==> src/design/tte_pkg.sv <==
// Shared constants, types and command/status bundles for the tap tempo estimator.
package tte_pkg;

  localparam int unsigned HISTORY_DEPTH_DEF = 8;

  localparam int unsigned TIME_W    = 32;
  localparam int unsigned TIMEOUT_W = 16;
  localparam int unsigned BPM_W     = 9;
  localparam int unsigned HELD_W    = 4;

  localparam logic [TIMEOUT_W-1:0] TIMEOUT_RST = 16'd2000;

  localparam logic [BPM_W-1:0] BPM_DEFAULT = 9'd120;
  localparam logic [BPM_W-1:0] BPM_MIN     = 9'd30;
  localparam logic [BPM_W-1:0] BPM_MAX     = 9'd300;

  // Twice the milliseconds per minute, for round-half-up division
  localparam int unsigned MS2_W       = 17;
  localparam int unsigned MS2_PER_MIN = 120000;

  // APB register map
  localparam int unsigned PADDR_W = 3;
  localparam int unsigned PDATA_W = 32;
  localparam logic [PADDR_W-1:0] REG_TIMEOUT = 3'd0;

  typedef struct packed {
    logic accept;    // capture the input transaction
    logic update;    // apply a tap to the history ring
    logic rd;        // read the oldest entry
    logic setup;     // load the divider
    logic div_step;  // one restoring division step
    logic load;      // move the result into the output register
  } tte_cmd_t;

  typedef struct packed {
    logic div_last;
    logic out_free;
  } tte_sts_t;

endpackage

==> src/design/tte_ctrl.sv <==
// Sequencing state machine for the tap tempo estimator.
module tte_ctrl
  import tte_pkg::*;
(
  input  logic     clk_i,
  input  logic     rst_ni,
  input  logic     in_valid_i,
  output logic     in_stall_o,
  input  tte_sts_t sts_i,
  output tte_cmd_t cmd_o
);

  typedef enum logic [5:0] {
    ST_IDLE   = 6'b000001,
    ST_UPDATE = 6'b000010,
    ST_READ   = 6'b000100,
    ST_SETUP  = 6'b001000,
    ST_DIVIDE = 6'b010000,
    ST_DONE   = 6'b100000
  } tte_state_e;

  tte_state_e state_q, state_d;

  always_comb begin
    state_d = state_q;
    cmd_o   = '0;
    case (state_q)
      ST_IDLE: begin
        if (in_valid_i) begin
          cmd_o.accept = 1'b1;
          state_d      = ST_UPDATE;
        end
      end
      ST_UPDATE: begin
        cmd_o.update = 1'b1;
        state_d      = ST_READ;
      end
      ST_READ: begin
        cmd_o.rd = 1'b1;
        state_d  = ST_SETUP;
      end
      ST_SETUP: begin
        cmd_o.setup = 1'b1;
        state_d     = ST_DIVIDE;
      end
      ST_DIVIDE: begin
        cmd_o.div_step = 1'b1;
        if (sts_i.div_last) begin
          state_d = ST_DONE;
        end
      end
      ST_DONE: begin
        if (sts_i.out_free) begin
          cmd_o.load = 1'b1;
          state_d    = ST_IDLE;
        end
      end
      default: begin
        state_d = ST_IDLE;
      end
    endcase
  end

  always_ff @(posedge clk_i or negedge rst_ni) begin
    if (!rst_ni) begin
      state_q <= ST_IDLE;
    end else begin
      state_q <= state_d;
    end
  end

  assign in_stall_o = (state_q != ST_IDLE);

endmodule

==> src/design/tte_dp.sv <==
// Datapath: tap history ring, span and numerator setup, serial divider, output register.
module tte_dp
  import tte_pkg::*;
#(
  parameter int unsigned HISTORY_DEPTH = HISTORY_DEPTH_DEF
) (
  input  logic                 clk_i,
  input  logic                 rst_ni,
  input  tte_cmd_t             cmd_i,
  output tte_sts_t             sts_o,
  input  logic                 op_i,
  input  logic [TIME_W-1:0]    now_ms_i,
  input  logic [TIMEOUT_W-1:0] timeout_i,
  input  logic                 out_stall_i,
  output logic                 out_valid_o,
  output logic [BPM_W-1:0]     bpm_o,
  output logic                 tempo_valid_o,
  output logic [HELD_W-1:0]    taps_held_o
);

  localparam int unsigned SLOT_W = $clog2(HISTORY_DEPTH);
  localparam int unsigned CNT_W  = $clog2(HISTORY_DEPTH + 1);
  localparam longint unsigned NUM_MAX =
    longint'(MS2_PER_MIN) * longint'(HISTORY_DEPTH - 1) + 64'hFFFF_FFFF;
  localparam int unsigned NUM_W  = $clog2(NUM_MAX + 1);
  localparam int unsigned DEN_W  = TIME_W + 1;
  localparam int unsigned REM_W  = DEN_W + 1;
  localparam int unsigned STEP_W = $clog2(NUM_W);
  localparam int unsigned PROD_W = MS2_W + CNT_W;

  logic                 op_q;
  logic [TIME_W-1:0]    now_q;
  logic [TIME_W-1:0]    newest_q;
  logic [SLOT_W-1:0]    slot_q;
  logic [CNT_W-1:0]     cnt_q;
  logic [TIME_W-1:0]    tap_mem [HISTORY_DEPTH];
  logic [TIME_W-1:0]    old_q;
  logic                 dflt_q;
  logic [NUM_W-1:0]     quot_q;
  logic [REM_W-1:0]     rem_q;
  logic [DEN_W-1:0]     den_q;
  logic [STEP_W-1:0]    step_q;
  logic                 out_valid_q;
  logic [BPM_W-1:0]     bpm_q;
  logic                 tvalid_q;
  logic [HELD_W-1:0]    held_q;

  // Tap update
  logic [TIME_W-1:0] gap;
  logic              clr;
  logic [SLOT_W-1:0] slot_base, slot_inc;
  logic [CNT_W-1:0]  cnt_base, cnt_inc;

  assign gap       = now_q - newest_q;
  assign clr       = (cnt_q != '0) && (gap > TIME_W'(timeout_i));
  assign slot_base = clr ? '0 : slot_q;
  assign cnt_base  = clr ? '0 : cnt_q;
  assign slot_inc  = (slot_base == SLOT_W'(HISTORY_DEPTH - 1)) ? '0 : slot_base + 1'b1;
  assign cnt_inc   = (cnt_base == CNT_W'(HISTORY_DEPTH)) ? cnt_base : cnt_base + 1'b1;

  // Oldest held entry sits cnt_q slots behind the write slot
  logic [CNT_W:0]    old_ext;
  logic [SLOT_W-1:0] old_idx;

  always_comb begin
    old_ext = (CNT_W+1)'(slot_q) - (CNT_W+1)'(cnt_q);
    if ((CNT_W+1)'(slot_q) < (CNT_W+1)'(cnt_q)) begin
      old_ext = old_ext + (CNT_W+1)'(HISTORY_DEPTH);
    end
  end
  assign old_idx = old_ext[SLOT_W-1:0];

  // Divider setup: q = (120000*(n-1) + span) / (2*span)
  logic [TIME_W-1:0] span;
  logic [CNT_W-1:0]  nm1;
  logic [PROD_W-1:0] prod;
  logic [NUM_W-1:0]  num;

  assign span = newest_q - old_q;
  assign nm1  = cnt_q - 1'b1;
  assign prod = PROD_W'(MS2_PER_MIN) * PROD_W'(nm1);
  assign num  = NUM_W'(span) + NUM_W'(prod);

  // Restoring division step
  logic [REM_W-1:0] shifted;
  logic             ge;

  assign shifted = {rem_q[REM_W-2:0], quot_q[NUM_W-1]};
  assign ge      = (shifted >= REM_W'(den_q));

  // Result
  logic [BPM_W-1:0]  bpm_d;
  logic [TIME_W-1:0] vgap;

  always_comb begin
    if (dflt_q) begin
      bpm_d = BPM_DEFAULT;
    end else if (quot_q < NUM_W'(BPM_MIN)) begin
      bpm_d = BPM_MIN;
    end else if (quot_q > NUM_W'(BPM_MAX)) begin
      bpm_d = BPM_MAX;
    end else begin
      bpm_d = quot_q[BPM_W-1:0];
    end
  end

  assign vgap = now_q - newest_q;

  always_ff @(posedge clk_i) begin
    if (cmd_i.accept) begin
      op_q  <= op_i;
      now_q <= now_ms_i;
    end
    if (cmd_i.update && op_q) begin
      tap_mem[slot_base] <= now_q;
      newest_q           <= now_q;
    end
    if (cmd_i.rd) begin
      old_q <= tap_mem[old_idx];
    end
    if (cmd_i.setup) begin
      dflt_q <= (cnt_q < CNT_W'(2)) || (span < TIME_W'(nm1));
      quot_q <= num;
      rem_q  <= '0;
      den_q  <= {span, 1'b0};
    end else if (cmd_i.div_step) begin
      quot_q <= {quot_q[NUM_W-2:0], ge};
      rem_q  <= ge ? shifted - REM_W'(den_q) : shifted;
    end
    if (cmd_i.load) begin
      bpm_q    <= bpm_d;
      tvalid_q <= (cnt_q >= CNT_W'(2)) && (vgap < TIME_W'(timeout_i));
      held_q   <= HELD_W'(cnt_q);
    end
  end

  always_ff @(posedge clk_i or negedge rst_ni) begin
    if (!rst_ni) begin
      slot_q      <= '0;
      cnt_q       <= '0;
      step_q      <= '0;
      out_valid_q <= 1'b0;
    end else begin
      if (cmd_i.update && op_q) begin
        slot_q <= slot_inc;
        cnt_q  <= cnt_inc;
      end
      if (cmd_i.setup) begin
        step_q <= '0;
      end else if (cmd_i.div_step) begin
        step_q <= step_q + 1'b1;
      end
      if (cmd_i.load) begin
        out_valid_q <= 1'b1;
      end else if (!out_stall_i) begin
        out_valid_q <= 1'b0;
      end
    end
  end

  assign sts_o.div_last = (step_q == STEP_W'(NUM_W - 1));
  assign sts_o.out_free = !out_valid_q || !out_stall_i;

  assign out_valid_o   = out_valid_q;
  assign bpm_o         = bpm_q;
  assign tempo_valid_o = tvalid_q;
  assign taps_held_o   = held_q;

  // A held result must never be overwritten
  a_no_overwrite: assert property (@(posedge clk_i) disable iff (!rst_ni)
    cmd_i.load |-> (!out_valid_q || !out_stall_i))
    else $error("output register overwritten while stalled");

  a_cnt_range: assert property (@(posedge clk_i) disable iff (!rst_ni)
    cnt_q <= CNT_W'(HISTORY_DEPTH))
    else $error("tap count above history depth");

  a_tap_lands: assert property (@(posedge clk_i) disable iff (!rst_ni)
    (cmd_i.update && op_q) |=> (newest_q == now_q) && (cnt_q != '0))
    else $error("tap not recorded");

  a_bpm_range: assert property (@(posedge clk_i) disable iff (!rst_ni)
    out_valid_q |-> (bpm_q >= BPM_MIN) && (bpm_q <= BPM_MAX))
    else $error("tempo out of range");

endmodule

==> src/design/tap_tempo_estimator_core.sv <==
// Top level of the tap tempo estimator: APB register, controller and datapath.
// Each transaction (tap or poll) returns one result: the tempo in BPM, a validity
// flag and the number of taps held. The block works on one transaction at a time;
// it takes no new one until the result is loaded. NUM_W (33 bits up to a depth
// of 64) is the numerator width walked one bit per cycle by the restoring divider.
// A finished result waits in the output register, so a new transaction is taken
// meanwhile; while an earlier result is still held by the output stall, the
// finished one waits and the stall holds off the next acceptance. The 16-bit
// timeout register lives at APB address 0 and resets to 2000.
module tap_tempo_estimator_core
  import tte_pkg::*;
#(
  parameter int unsigned HISTORY_DEPTH = HISTORY_DEPTH_DEF
) (
  input  logic               clk_i,
  input  logic               rst_ni,
  input  logic               in_valid_i,
  output logic               in_stall_o,
  input  logic               op_i,
  input  logic [TIME_W-1:0]  now_ms_i,
  output logic               out_valid_o,
  input  logic               out_stall_i,
  output logic [BPM_W-1:0]   bpm_o,
  output logic               tempo_valid_o,
  output logic [HELD_W-1:0]  taps_held_o,
  input  logic               psel,
  input  logic               penable,
  input  logic               pwrite,
  input  logic [PADDR_W-1:0] paddr,
  input  logic [PDATA_W-1:0] pwdata,
  output logic [PDATA_W-1:0] prdata,
  output logic               pready
);

  logic [TIMEOUT_W-1:0] timeout_q;
  tte_cmd_t             cmd;
  tte_sts_t             sts;

  always_ff @(posedge clk_i or negedge rst_ni) begin
    if (!rst_ni) begin
      timeout_q <= TIMEOUT_RST;
    end else if (psel && penable && pwrite && (paddr == REG_TIMEOUT)) begin
      timeout_q <= pwdata[TIMEOUT_W-1:0];
    end
  end

  assign prdata = (paddr == REG_TIMEOUT) ? PDATA_W'(timeout_q) : '0;
  assign pready = 1'b1;

  tte_ctrl u_ctrl (
    .clk_i      (clk_i),
    .rst_ni     (rst_ni),
    .in_valid_i (in_valid_i),
    .in_stall_o (in_stall_o),
    .sts_i      (sts),
    .cmd_o      (cmd)
  );

  tte_dp #(
    .HISTORY_DEPTH (HISTORY_DEPTH)
  ) u_dp (
    .clk_i         (clk_i),
    .rst_ni        (rst_ni),
    .cmd_i         (cmd),
    .sts_o         (sts),
    .op_i          (op_i),
    .now_ms_i      (now_ms_i),
    .timeout_i     (timeout_q),
    .out_stall_i   (out_stall_i),
    .out_valid_o   (out_valid_o),
    .bpm_o         (bpm_o),
    .tempo_valid_o (tempo_valid_o),
    .taps_held_o   (taps_held_o)
  );

endmodule
==> config.mk <==
export PLATFORM = sky130hd
export DESIGN_NAME = tap_tempo_estimator_core
export DESIGN_NICKNAME = d
export VERILOG_FILES = /design/src/design/tte_pkg.sv /design/src/design/tte_ctrl.sv /design/src/design/tte_dp.sv /design/src/design/tap_tempo_estimator_core.sv
export SDC_FILE = /design/constraint.sdc
export NUM_CORES = 1
export LEC_CHECK = 0
export ABC_AREA = 1
export BUFFER_PORTS_ARGS = -buffer_cell sky130_fd_sc_hd__buf_4
export CORE_ASPECT_RATIO = 0.5
export CORE_MARGIN = 5
export CORE_UTILIZATION = 50
export CTS_BUF_LIST = sky130_fd_sc_hd__clkbuf_8
export CTS_CLUSTER_SIZE = 12
export DETAILED_ROUTE_END_ITERATION = 12
export PLACE_DENSITY_LB_ADDON = 0.12
export SYNTH_ARGS = -nofsm -noshare
export SYNTH_HDL_FRONTEND = slang
export SYNTH_SLANG_ARGS = --single-unit
export TNS_END_PERCENT = 5
==> constraint.sdc <==
create_clock -name clk_i -period 7.65 [get_ports clk_i]
set_clock_uncertainty 0.1 [all_clocks]
set_input_delay 1.53 -clock clk_i [delete_from_list [all_inputs] [get_ports clk_i]]
set_output_delay 1.53 -clock clk_i [all_outputs]
set_load 0.01 [all_outputs]
==> results.sh, run 1 <==
export IMPL_status="completed"
export IMPL_max_freq_ghz=0.170
export IMPL_rows=61
export IMPL_drt_pass1_iterations=5
export IMPL_drc=0
export IMPL_fin_nets=3421
export IMPL_crit_slowest_cell="dfrtp_1"
export IMPL_ant_nets=0
export IMPL_htreeDepth=3
export IMPL_finalPower_mw=12.7
export IMPL_setup_tns_ns=0
export IMPL_timing_rr_end="u_dp.quot_q[27]"
export IMPL_critPathArrivalTime_ns=6.19
export IMPL_placed_area_um2=29500
export IMPL_die_area_um2=61000
export IMPL_synth_distinct_cells=62
export IMPL_post_cts_buffers=0
export IMPL_path_clk_slew_ns=0.08
export IMPL_synth_top_family_by_area="simple AND/OR/NAND/NOR gates"
export IMPL_synth_ff_type="edfxtp_1"
export IMPL_r2r_start="u_dp.cnt_q[0]"
export IMPL_slew_violations=0
export IMPL_grt_pass1_wl_um=107000
export IMPL_cts_buffers=75
export IMPL_ctsResizeCount=0
export IMPL_wirelength_um=68800
export IMPL_synth_edf_count=433
export IMPL_layout_common_cells="nand2_1, inv_1, edfxtp_1, o21ai_0, nor2_1"
export IMPL_grt_max_degree=211
export IMPL_crit_top_cell="nand2_1"
export IMPL_cts_tree="done"
export IMPL_port_buffers=90
export IMPL_crit_fanout=10
export IMPL_grt_pass1_vias=19475
export IMPL_yosys_area_share_xor_xnor_pct=2.98
export IMPL_clock_path_buffers=3
export IMPL_gp_congestion=0.936
export IMPL_postCtsHoldBufs=0
export IMPL_first_iter_violations=1425
export IMPL_ys_seq_area_share_pct=52.2
export IMPL_ys_ff_latch=502
export IMPL_postLayoutCellArea_um2=31000
export IMPL_ios=124
export IMPL_rsz0062_at_grt="no"
export IMPL_core_um2=55400
export IMPL_start_kind="flop"
export IMPL_rr_worst_depth=29
export IMPL_yosys_warnings=0
export IMPL_setup_violations=0
export IMPL_numClockSinks=502
export IMPL_synth_async_reset_ratio_pct=7.17
export IMPL_reg2reg_setup_slack_ns=1.76
export IMPL_n_antenna_cell=0
export IMPL_drive_above_1_share_pct=8.97
export IMPL_drv_cap=0
export IMPL_post_dp_hpwl_um=49300
export IMPL_wl_per_cell_um=17.2
export IMPL_min_period_ns=5.89
export IMPL_yosys_area_share_adder_pct=7.30
export IMPL_mostFrequentLayoutCell="nand2_1"
export IMPL_relSlewSlack_pct=30.7
export IMPL_synth_simple_gate_area_share_pct=16.5
export IMPL_hold_violations=0
export IMPL_vias=20570
export IMPL_worst_slew_pin_slew_ns=1.04
export IMPL_syn_inst=3070
export IMPL_ir_worst_vdd_v=0.000553
export IMPL_synthMuxAreaShare_pct=1.15
export IMPL_endpoint_kind="flop"
export IMPL_leakage_nw=13.8
export IMPL_area_growth_pct=11.0
export IMPL_min_delay_path_depth=2
export IMPL_avgSynthCellArea_um2=9.10
export IMPL_die_w_um=344
export IMPL_power_density_nw_per_um2=409
export IMPL_vias_per_cell=5.14
export IMPL_crit_type="reg -> reg"
export IMPL_timing_final_crit_share_pct=77.0
export IMPL_clk_latency_ns=0.67
export IMPL_syn_cell_area_um2=27900
export IMPL_antenna_found_initial=2
export IMPL_die_h_um=177
export IMPL_min_from="u_dp.rem_q[3]"
export IMPL_hold_end="u_dp.rem_q[3]"
export IMPL_grt_ovfl_total=0
export IMPL_root_buffer="clkbuf_8"
export IMPL_synth_compound_area_share_pct=11.4
export IMPL_max_stage_delay_ns=0.55
export IMPL_grt_use_total_pct=22.6
export IMPL_start_util_pct=50.4
export IMPL_hold_class="reg -> reg"
export IMPL_crit_required_ns=7.95
cell type report:
type | instances | area, um^2
Fill cell | 5038 | 24400
Sequential cell | 502 | 14600
Multi-Input combinational cell | 1972 | 11200
Inverter | 523 | 1970
Clock buffer | 78 | 1070
Tap cell | 756 | 946
Timing Repair Buffer | 112 | 853
Clock inverter | 56 | 449
power breakdown:
part / internal, mW / total [mW] / switching, mW
Sequential: 3.49 / 3.72 / 0.232
Clock: 1.17 / 2.26 / 1.09
Combinational: 2.41 / 6.71 / 4.29
Total: 7.07 / 12.7 / 5.61
through the flow:
step	setup slack, ns	utilization, %	hold WS [ns]	std cells
after detailed placement	1.78	53.2	0.362	3865
after floorplan	2.55	-	0.323	3085
after global placement	1.83	53.2	0.358	3865
after CTS	1.72	56.0	0.374	3999
after global routing	1.16	56.0	0.390	3999
final	1.76	56.0	0.370	3999
logic make-up after synthesis:
group / count (synthesis)
and+or+nand+nor: 1095
AOI/OAI and AO/OA: 573
xor gates and xnor gates: 95
other: 2
muxes: 32
buffers and inverters: 611
adders and majority gates: 160
DFF: 502
flip-flops by register name (all words and copies together), names as in the netlist, 3 cells and up:
| name | cells |
|---|---|
| u_dp.tap_mem | 256 |
| u_dp.quot_q | 33 |
| u_dp.rem_q | 33 |
| u_dp.den_q | 32 |
| u_dp.newest_q | 32 |
| u_dp.now_q | 32 |
| u_dp.old_q | 32 |
| timeout_q | 16 |
| u_dp.bpm_o | 9 |
| u_ctrl.state_q | 6 |
| u_dp.step_q | 6 |
| u_dp.cnt_q | 4 |
| u_dp.taps_held_o | 4 |
| u_dp.slot_q | 3 |
cell usage after synthesis, types with 3 or more instances:
library cell  count  area (um^2)
a21o_1           16          120
a21oi_1         203         1020
a31o_2            3         26.3
a31oi_1          40          250
and2_1            5         31.3
buf_1             4         15.0
buf_2             7         35.0
buf_4            18          135
clkbuf_1         59          221
clkinv_1          3         11.3
dfrtp_1          29          726
dfstp_2           7          184
dfxtp_1          33          661
edfxtp_1        433        13000
fa_1              5          100
ha_1            155         1940
inv_1           515         1930
inv_2             4         15.0
mux2i_1          32          320
nand2_1         646         2420
nand2_2          12         75.1
nand3_1         109          546
nand3_2           6         60.1
nand4_1          26          163
nor2_1          231          867
nor2_2            7         43.8
nor2_4            8         90.1
nor3_1           19         95.1
nor4_1           10         62.6
o211ai_1         40          300
o21a_1            6         45.0
o21ai_0         229         1150
o21ai_1           7         35.0
o21ai_2           3         26.3
o21bai_1         12         90.1
or2_2             6         37.5
xnor2_1          32          280
xor2_1           63          552
critical path, delay by kind of cell (launching register included):
| kind | cells | cell delay [ns] |
|---|---|---|
| AND/OR/NAND/NOR | 13 | 1.49 |
| adder cells (fa/ha/maj) | 4 | 1.27 |
| AO/OA/AOI/OAI | 6 | 1.01 |
| XOR/XNOR | 3 | 0.64 |
| buffers and inverters | 3 | 0.56 |
| flip-flops | 1 | 0.55 |
metal layers:
| metal | track usage [%] | up-vias | part of all wire, % |
|---|---|---|---|
| met2 | 34.8 | 440 | 43 |
| met4 | 4.98 | 2 | 1.7 |
| met5 | 0 | - | 0.019 |
| li1 | - | 10430 | - |
| met3 | 3.81 | 93 | 5.5 |
| met1 | 33.9 | 9605 | 50 |
worst max path at each step:
stage | cells after the start | start | end | slack (ns)
after CTS | 29 | u_dp.cnt_q[0] | u_dp.quot_q[27] | 1.72
after floorplan | 29 | u_dp.cnt_q[0] | u_dp.quot_q[27] | 2.55
final | 29 | u_dp.cnt_q[0] | u_dp.quot_q[27] | 1.76
after global routing | 29 | u_dp.cnt_q[0] | u_dp.quot_q[27] | 1.16
after global placement | 29 | u_dp.cnt_q[0] | u_dp.quot_q[27] | 1.83
after detailed placement | 29 | u_dp.cnt_q[0] | u_dp.quot_q[27] | 1.78
No activity file was read; power rests on OpenSTA's default activity.
==> inputs of run 2 (changes only) <==
==> constraint.sdc (replaced) <==
create_clock -name clk_i -period 6 [get_ports clk_i]
set_clock_uncertainty 0.1 [all_clocks]
set_input_delay 1.2 -clock clk_i [delete_from_list [all_inputs] [get_ports clk_i]]
set_output_delay 1.2 -clock clk_i [all_outputs]
set_load 0.01 [all_outputs]
==> run 2 against run 1 <==
Effect of this change: total power rose by 26%; count of clock-buffer cells in the layout fell by 1; sequential share of layout area rose by 0.13 points; die area did not move; setup slack got worse by 1.2 ns; highest routed layer is now met4.
==> results.sh, run 2 (synthesized netlist as in run 1, its figures left out) <==
export IMPL_status="completed"
export IMPL_fin_nets=3428
export IMPL_p_switching_mw=7.16
export IMPL_rows=61
export IMPL_reg2reg_setup_slack_ns=0.56
export IMPL_clock_path_buffers=3
export IMPL_crit_fanout=6
export IMPL_slew_violations=0
export IMPL_area_growth_pct=10.8
export IMPL_mostFrequentLayoutCell="nand2_1"
export IMPL_largest_register="u_dp.tap_mem"
export IMPL_max_freq_ghz=0.184
export IMPL_clk_latency_ns=0.67
export IMPL_power_density_nw_per_um2=517
export IMPL_crit_top_cell="nand2_1"
export IMPL_setup_violations=0
export IMPL_gp_congestion=0.934
export IMPL_hold_violations=0
export IMPL_fin_ws_ns=0.565
export IMPL_drt_pass1_iterations=5
export IMPL_wl_per_cell_um=17.3
export IMPL_hold_class="reg -> reg"
export IMPL_r2r_start="u_dp.cnt_q[1]"
export IMPL_leakage_nw=13.8
export IMPL_largest_reg_flops=256
export IMPL_postLayoutCellArea_um2=30900
export IMPL_placed_area_um2=29600
export IMPL_crit_slowest_cell="dfrtp_1"
export IMPL_endpoint_kind="flop"
export IMPL_grt_ovfl_total=0
export IMPL_rsz0062_at_grt="no"
export IMPL_grt_use_total_pct=22.9
export IMPL_p_sw_share_pct=44.8
export IMPL_ir_worst_vdd_v=0.000405
export IMPL_start_kind="flop"
export IMPL_cts_buffers=74
export IMPL_post_dp_hpwl_um=50200
export IMPL_layout_common_cells="nand2_1, inv_1, edfxtp_1, o21ai_0, nor2_1"
export IMPL_worst_slew_pin_slew_ns=1.11
export IMPL_min_period_ns=5.44
export IMPL_drv_cap=0
export IMPL_crit_required_ns=6.30
export IMPL_die_w_um=344
export IMPL_reg_top3="u_dp.tap_mem (256), u_dp.quot_q (33), u_dp.rem_q (33)"
export IMPL_hold_end="u_dp.rem_q[4]"
export IMPL_power_internal_mw=8.83
export IMPL_setup_tns_ns=0
export IMPL_min_delay_path_depth=2
export IMPL_start_util_pct=50.4
export IMPL_n_fill_cell=5067
export IMPL_timing_rr_end="u_dp.quot_q[27]"
export IMPL_ant_nets=0
export IMPL_first_iter_violations=1601
export IMPL_pwr_share_seq_pct=29.6
export IMPL_cp_startpoint="u_dp.cnt_q[1]"
export IMPL_die_area_um2=61000
export IMPL_critical_path_top_delay_family="simple AND/OR/NAND/NOR gates"
export IMPL_clkPwrFrac_pct=16.4
export IMPL_place_ws_ns=0.544
export IMPL_drive_above_1_share_pct=8.96
export IMPL_port_buffers=90
export IMPL_grt_pass1_vias=19577
export IMPL_n_antenna_cell=0
export IMPL_grt_pass1_wl_um=108000
export IMPL_cts_tree="done"
export IMPL_timing_final_crit_share_pct=90.6
export IMPL_wirelength_um=69100
export IMPL_rr_worst_depth=30
export IMPL_drc=0
export IMPL_die_h_um=177
export IMPL_crit_type="reg -> reg"
export IMPL_combPwrFrac_pct=54.0
export IMPL_ios=124
export IMPL_htreeDepth=3
export IMPL_relSlewSlack_pct=26.1
export IMPL_antenna_found_initial=1
export IMPL_vias_per_cell=5.16
export IMPL_min_from="u_dp.rem_q[4]"
export IMPL_crit_buf_inv=3
export IMPL_core_um2=55400
export IMPL_grt_max_degree=86
export IMPL_max_stage_delay_ns=0.43
export IMPL_root_buffer="clkbuf_8"
export IMPL_path_clk_slew_ns=0.07
export IMPL_vias=20672
export IMPL_postCtsHoldBufs=0
export IMPL_numClockSinks=502
export IMPL_critPathArrivalTime_ns=5.73
[run 2: cell types whose count changed in the layout (fill, tap and decap cells not counted), moves of 2 or more]
cell	delta
clkinv_8	+2
bufinv_16	-5
inv_8	-3
inv_1	+15
clkinv_1	-8
dfrtp_2	+2
buf_4	+7
clkinv_2	-4
dfrtp_1	-2
[run 2: area by class of cell]
| type | count | area, um^2 | area share, % |
|---|---|---|---|
| clock buffer | 77 | 1060 | 3.43 |
| clock inverter | 53 | 303 | 0.979 |
| inverter | 523 | 1970 | 6.35 |
| multi-input combinational | 1972 | 11200 | 36.1 |
| sequential | 502 | 14600 | 47.1 |
| tap | 756 | 946 | 3.06 |
| timing repair buffer | 120 | 926 | 2.99 |
[run 2: what timing repair did]
action                     CTS  global route
setup endpoints to repair    0             6
buffers inserted             0             1
resized for setup            0             3
[run 2: worst min-delay path, stage by stage, from the launching register on]
cell and delay (ns):
dfxtp_1 0.32, nand2_1 0.06, nand2_1 0.04
[run 2: power groups by stage]
stage                     logic (mW)  registers (mW)  clock network (mW)
after floorplan                 6.54            4.68                   0
after global placement          8.52            4.79                   0
final                           8.63            4.74                2.62
after detailed placement        8.60            4.81                   0
after CTS                       8.64            4.73                2.70
after global routing            9.77            4.78                2.89
[run 2: worst max-delay path by stage]
stage | endpoint | slack, ns | cells past startpoint
2_1_floorplan | u_dp.quot_q[27] | 0.90 | 29
3_3_place_gp | u_dp.quot_q[27] | 0.61 | 30
3_5_place_dp | u_dp.quot_q[27] | 0.54 | 30
4_1_cts | u_dp.quot_q[27] | 0.46 | 30
5_1_grt | u_dp.quot_q[27] | 0.01 | 30
6_report | u_dp.quot_q[27] | 0.56 | 30
[run 2: metal layers]
layer | share of wire (%) | track usage (%) | vias up
li1 | - | - | 10459
met3 | 4.7 | 3.59 | 67
met2 | 44 | 35.8 | 398
met5 | 0 | 0 | -
met4 | 1.2 | 3.98 | 0
met1 | 50 | 34.4 | 9748
[run 2: through the flow]
step | utilization (%) | power, mW | cells | hold slack [ns]
after floorplan | - | 11.2 | 3085 | 0.323
after global placement | 53.3 | 13.3 | 3872 | 0.353
after detailed placement | 53.3 | 13.4 | 3872 | 0.360
after CTS | 55.8 | 16.1 | 4002 | 0.368
after global routing | 55.8 | 17.4 | 4003 | 0.385
final | 55.8 | 16.0 | 4003 | 0.370
